**src/rtl/assert_macros.svh**
```systemverilog
// Assertion macros shared by the RTL files
`ifndef ASSERT_MACROS_SVH
`define ASSERT_MACROS_SVH
`ifndef ASSERT_OFF
`define ASSERT_IMPL(label, clk, rst_n, prop) \
    label: assert property (@(posedge clk) disable iff (!rst_n) prop) \
    else $error("assertion failed");
`define ASSERT_NEVER(label, clk, rst_n, expr) \
    label: assert property (@(posedge clk) disable iff (!rst_n) !(expr)) \
    else $error("forbidden condition");
`else
`define ASSERT_IMPL(label, clk, rst_n, prop)
`define ASSERT_NEVER(label, clk, rst_n, expr)
`endif
`endif

```
**src/rtl/bezier_pkg.sv**
```systemverilog
// Package: types, constants and command/status structs for the Bezier sampler
`default_nettype none
package bezier_pkg;
    localparam int MAX_POINTS  = 16;
    localparam int MAX_SAMPLES = 64;
    localparam int PW = $clog2(MAX_POINTS);
    localparam int CW = $clog2(MAX_POINTS + 1);
    localparam int SW = $clog2(MAX_SAMPLES + 1);
    localparam int BW = 13;

    typedef struct packed {
        logic signed [31:0] point_x;
        logic signed [31:0] point_y;
        logic signed [31:0] point_z;
        logic               last_point;
    } request_t;

    typedef struct packed {
        logic signed [31:0] sample_x;
        logic signed [31:0] sample_y;
        logic signed [31:0] sample_z;
        logic               last_sample;
        logic               points_dropped;
    } result_t;

    typedef enum logic [3:0] {
        ST_IDLE, ST_ROW, ST_TDIV, ST_TERM, ST_POW, ST_WEIGHT,
        ST_MAC, ST_ROUND, ST_EMIT
    } state_t;

    typedef struct packed {
        logic row_init;
        logic row_step;
        logic tdiv_start;
        logic term_init;
        logic pow_step;
        logic weight;
        logic mac;
        logic round;
        logic emit;
        logic next_sample;
        logic next_term;
    } cmd_t;

    typedef struct packed {
        logic row_done;
        logic tdiv_done;
        logic pow_done;
        logic term_last;
        logic mac_done;
        logic sample_last;
    } status_t;
endpackage
`default_nettype wire

```
**src/rtl/bezier_ctrl.sv**
```systemverilog
// Controller state machine for the Bezier sampler
`default_nettype none
`include "assert_macros.svh"
module bezier_ctrl
    import bezier_pkg::*;
(
    input  wire     clk,
    input  wire     rst_n,
    input  wire     run,
    input  status_t status,
    output cmd_t    cmd,
    output logic    busy
);
    state_t state_reg, state_next;

    always_ff @(posedge clk or negedge rst_n)
    begin
        if (!rst_n)
            state_reg <= ST_IDLE;
        else
            state_reg <= state_next;
    end

    always_comb
    begin
        state_next = state_reg;
        unique case (state_reg)
            ST_IDLE:   if (run) state_next = ST_ROW;
            ST_ROW:    if (status.row_done) state_next = ST_TDIV;
            ST_TDIV:   if (status.tdiv_done) state_next = ST_TERM;
            ST_TERM:   state_next = ST_POW;
            ST_POW:    if (status.pow_done) state_next = ST_WEIGHT;
            ST_WEIGHT: state_next = ST_MAC;
            ST_MAC:    if (status.mac_done)
                           state_next = status.term_last ? ST_ROUND : ST_TERM;
            ST_ROUND:  state_next = ST_EMIT;
            ST_EMIT:   state_next = status.sample_last ? ST_IDLE : ST_TDIV;
            default:   state_next = ST_IDLE;
        endcase
    end

    always_comb
    begin
        cmd = '0;
        unique case (state_reg)
            ST_IDLE:   cmd.row_init = run;
            ST_ROW:    begin
                           cmd.row_step = 1'b1;
                           cmd.tdiv_start = status.row_done;
                       end
            ST_TDIV:   cmd.term_init = status.tdiv_done;
            ST_POW:    cmd.pow_step = 1'b1;
            ST_WEIGHT: cmd.weight = 1'b1;
            ST_MAC:    begin
                           cmd.mac = 1'b1;
                           cmd.next_term = status.mac_done && !status.term_last;
                       end
            ST_ROUND:  cmd.round = 1'b1;
            ST_EMIT:   begin
                           cmd.emit = 1'b1;
                           cmd.next_sample = 1'b1;
                           cmd.tdiv_start = !status.sample_last;
                       end
            default:   cmd = '0;
        endcase
    end

    assign busy = (state_reg != ST_IDLE);

    `ASSERT_IMPL(a_run_leaves_idle, clk, rst_n,
        (state_reg == ST_IDLE && run) |=> state_reg == ST_ROW)
    `ASSERT_IMPL(a_emit_then_move, clk, rst_n,
        (state_reg == ST_EMIT) |=> (state_reg == ST_IDLE || state_reg == ST_TDIV))
    `ASSERT_NEVER(a_emit_and_mac, clk, rst_n, cmd.emit && cmd.mac)
endmodule
`default_nettype wire

```
**config.mk**
```make
export PLATFORM = sky130hd
export DESIGN_NAME = bezier_ctrl
export DESIGN_NICKNAME = d
export VERILOG_FILES = /design/src/rtl/bezier_pkg.sv /design/src/rtl/bezier_ctrl.sv
export VERILOG_INCLUDE_DIRS = /design/src /design/src/rtl
export SDC_FILE = /design/constraint.sdc
export NUM_CORES = 1
export LEC_CHECK = 0
export ABC_CLOCK_PERIOD_IN_PS = 1700
export BUFFER_PORTS_ARGS = -buffer_cell sky130_fd_sc_hd__buf_4
export CAP_MARGIN = 15
export CORE_AREA = 8 8 45 47
export CTS_BUF_LIST = sky130_fd_sc_hd__clkbuf_4
export CTS_CLUSTER_DIAMETER = 120
export DETAILED_ROUTE_END_ITERATION = 8
export DIE_AREA = 0 0 53 55
export PLACE_DENSITY = 0.64
export RECOVER_POWER = 100
export SLEW_MARGIN = 20
export SYNTH_ARGS = -nofsm -noshare
export SYNTH_HDL_FRONTEND = slang
export SYNTH_SLANG_ARGS = --single-unit
```
**constraint.sdc**
```tcl
create_clock -name clk -period 1.7 [get_ports clk]
set_input_delay 0.255 -clock clk [delete_from_list [all_inputs] [get_ports clk]]
set_output_delay 0.255 -clock clk [all_outputs]
set_load 0.05 [all_outputs]
```
After elaboration in Yosys (flattened, before gate mapping)
Cells that the tools add are included.
Storage, ports and cells
  bits in latches: 0
  bits in registers: 4
  ROM bits: 0
  bits in writable memories: 0
  memories kept: 0
  logic and storage cells: 38
  bits of input ports: 9
  output and inout bits: 12
Operators by class
  multipliers: 0
  reduce and logical (&&, ||, !) cells: 6
  shift-type cells: 0
  add/subtract/negate cells: 0
  $lt $le $gt $ge: 0
  mux-type cells: 18
  equality and inequality tests: 13
  divide/modulo/power cells: 0
  bitwise gates (word level): 0
Operators by type and width (number)
  one-hot mux 4 bit (9 select lines): 1
  two-way mux 4 bit: 5
  equality test 4 x 3 -> 1 bit (second input constant): 4
  inequality test 2 bit (second input constant): 5
  equality test 4 x 2 -> 1 bit (second input constant): 2
  two-way mux 1 bit: 8
  AND reduction 5 bit: 1
  equality test 4 x 1 -> 1 bit (second input constant): 1
  equality test 4 bit (second input constant): 1
  zero test 4 bit: 1
  two-way mux 2 bit: 2
  nonzero test 4 bit: 1
  two-way mux 3 bit: 1
  zero test 1 bit: 2
  one-hot mux 1 bit (2 select lines): 1
  logical AND 1 bit: 1

Depth between registers and ports, before layout
  word-level depth: 3
  gate-level depth with buffers: 5
  depth with buffers taken out: 4

Worst setup path before layout
Ideal clock, no wire load.
  path type: register to output
  start point: register state_reg[0]
  end point: output cmd[8] (netlist bit)
  data required time: 1445 ps
  arrival: 2896 ps
  stages on the path, launching flop included: 4
  buffers on the path: 1
  path slack: -1451 ps
  cells stage by stage: dfrtp_1 -> clkbuf_1 -> nor4_1 -> a22o_1
RTL lines
  start: declaration: line bezier_ctrl.sv:14  | state_t state_reg, state_next;
  start signal: assignment: line bezier_ctrl.sv:21  | state_reg <= state_next;
  end: declaration: line bezier_ctrl.sv:11  | output cmd_t cmd,

==> flow_metrics.env <==
export IMPL_period_share_pct=99.1
export IMPL_ant_nets=0
export IMPL_htreeDepth=1
export IMPL_antenna_found_initial=0
export IMPL_clk_pin_slew_worst_paths_ns=0.04
export IMPL_drive_gt1_share_pct=61.6
export IMPL_clk_latency_ns=0.23
export IMPL_start_kind="flip-flop"
export IMPL_tns_ns=0
export IMPL_final_hold_violation_count=0
export IMPL_rrSetupSlack_ns=0.13
export IMPL_cts_buffers=3
export IMPL_p_per_area_mw_per_mm2=2240
export IMPL_synth_edf_count=0
export IMPL_synth_nets=54
export IMPL_reg2reg_depth=5
export IMPL_io_pins=21
export IMPL_synth_top_area_cell="dfrtp_1"
export IMPL_hold_start="status[5]"
export IMPL_leakage_nw=0.323
export IMPL_num_vias=422
export IMPL_synth_async_reset_ratio_pct=100
export IMPL_grt_pass1_wl_microns=1840
export IMPL_drv_slew=0
export IMPL_start_util_pct=25.7
export IMPL_fin_worst_skew_ns=0.00133
export IMPL_cp_max_fo=4
export IMPL_synthCells=45
export IMPL_hp_class="input port to flip-flop"
export IMPL_critPathArrivalTime_ns=1.43
export IMPL_min_to="state_reg[0]"
export IMPL_relSlewSlack_pct=78.8
export IMPL_path_class="flip-flop to output port"
export IMPL_cp_top_family="flip-flops"
export IMPL_whs_path_depth=2
export IMPL_grt_total_usage_pct=8.37
export IMPL_ys_warn_count=0
export IMPL_core_sq_mm=0.00138
export IMPL_crit_chain="buf_4 > nor4_4 > a22o_2 > buf_6"
export IMPL_ys_top_cells_by_count="6 x nor2_1, 4 x dfrtp_1, 4 x nand2_1"
export IMPL_finalNetCount=84
export IMPL_antenna_cells=0
export IMPL_setup_viol=0
export IMPL_ys_flop_type="dfrtp_1"
export IMPL_cts_tree="done"
export IMPL_place_congestion=0.764
export IMPL_area_growth_pct=84.2
export IMPL_grt_max_degree=10
export IMPL_worstSetupEndpointType="output port"
export IMPL_dp_final_hpwl_microns=913
export IMPL_grt_pass1_vias=444
export IMPL_cp_required_ns=1.44
export IMPL_firstDrtPassIters=4
export IMPL_synth_area_sq_um=355
export IMPL_fp_dieH_microns=55
export IMPL_die_w_microns=53
export IMPL_rsz0062_at_grt="true"
export IMPL_fin_area_sq_um=654
export IMPL_wl_per_cell_microns=12.8
export IMPL_clockBufferDepth=2
export IMPL_yosysMostFrequentCell="nor2_1"
export IMPL_power_w=0.00147
export IMPL_critPathSlowestCell="dfrtp_1"
export IMPL_netlist_area_leader_share_pct=28.2
export IMPL_tightest_slew_ns=0.318
export IMPL_r2r_end="state_reg[1]"
export IMPL_synthTopCellsByArea="dfrtp_1 28%, nor2_1 6.3%, mux2i_1 5.6%"
export IMPL_worst_path_buf_inv=2
export IMPL_synth_seq_cells=4
export IMPL_synth_cell_types=25
export IMPL_largest_register_ffs=4
export IMPL_synth_yosys_seq_area_share_pct=28.2
export IMPL_fmax_ghz=0.594
export IMPL_routed_wl_microns=1140
export IMPL_drt_initial_drc_count=13
export IMPL_io_buffers=20
export IMPL_status="finished clean"
export IMPL_grt_ovfl_total=0
export IMPL_num_rows=14
export IMPL_period_minus_slack_ns=1.68
export IMPL_dpl_cell_area_sq_um=571
export IMPL_drcViolationCount=0
export IMPL_root_buffer="clkbuf_4"
export IMPL_syn_area_per_cell_sq_um=7.90
export IMPL_dieArea_sq_mm=0.00292
export IMPL_cap_violations=0
export IMPL_slowest_delay_ns=0.39
export IMPL_peakVddDrop_uv=688
export IMPL_r2r_start="state_reg[3]"
export IMPL_vias_per_cell=4.74
export IMPL_cts_sinks=4
## per-stage QoR
| step | util, % | setup WS [ns] | cells | hold slack (ns) |
|---|---|---|---|---|
| global route | 47.3 | -0.0649 | 89 | 0.299 |
| floorplan | - | -0.271 | 45 | -0.0406 |
| detailed placement | 41.2 | 0.151 | 81 | 0.0528 |
| CTS | 47.3 | 0.00743 | 88 | 0.249 |
| finish | 47.3 | 0.0154 | 89 | 0.282 |
| global placement | 41.2 | 0.161 | 81 | 0.0526 |
## area by class of cell
type / count / area [sq um]
fillers: 142 / 729
multi-input cells: 34 / 264
repair buffers: 29 / 230
flip-flops and latches: 4 / 104
clock buffers: 3 / 22.5
well taps: 16 / 20.0
inverters: 3 / 13.8
## logic make-up (layout without fill, tap and decap cells)
group / Yosys count / after routing / share of synthesized area [%]
DFF: 4 / 4 / 28.2
and+or+nand+nor: 22 / 22 / 34.2
AOI/OAI and AO/OA: 9 / 9 / 18.7
muxes: 3 / 3 / 9.86
buffers and inverters: 7 / 35 / 9.15
## routing by layer
metal  share of wire, %  GRT usage [%]
met5                  0              0
met4                  0           2.59
met3                4.3           3.48
met2                 57           15.2
met1                 38           8.55
## worst register-to-register path: stages (launching register included)
cell      delay, ns
dfrtp_2        0.45
clkbuf_4       0.16
nor3b_1        0.29
a22oi_2        0.15
o21ai_2        0.08
mux2_4         0.31
## worst max-delay path by stage
stage                       from      to  slack [ns]  depth (start not counted)
finish              state_reg[1]  cmd[8]        0.02                          4
floorplan           state_reg[1]  cmd[8]       -0.27                          3
CTS                 state_reg[3]  cmd[0]       0.007                          5
global placement    state_reg[0]  cmd[8]        0.16                          5
global route        state_reg[1]  cmd[8]       -0.06                          4
detailed placement  state_reg[0]  cmd[8]        0.15                          5
## repair_timing
| item | CTS | global route |
|---|---|---|
| endpoints found under the hold margin | 4 | 0 |
| endpoints found under the setup margin | 2 | 3 |
| hold buffers | 1 | 0 |
| buffers inserted | 3 | 1 |
| pin swaps | 0 | 1 |
| resized for setup | 7 | 2 |
## cell usage in the layout (no fill, tap or decap), types with 2 or more instances in the layout
cell,n
a21oi_1,2
buf_2,3
buf_4,18
buf_6,3
clkbuf_4,4
dfrtp_2,3
inv_1,2
mux2i_1,2
nand2_1,3
nand2b_1,3
nor2_1,4
nor2_2,2
## power breakdown
| part | internal (W) | total (W) | switching, W |
|---|---|---|---|
| clock | 0.0000793 | 0.000122 | 0.0000426 |
| combinational | 0.000464 | 0.00112 | 0.000654 |
| sequential | 0.000150 | 0.000228 | 0.0000779 |
| total | 0.000693 | 0.00147 | 0.000774 |
(Power assumes the default switching activity.)
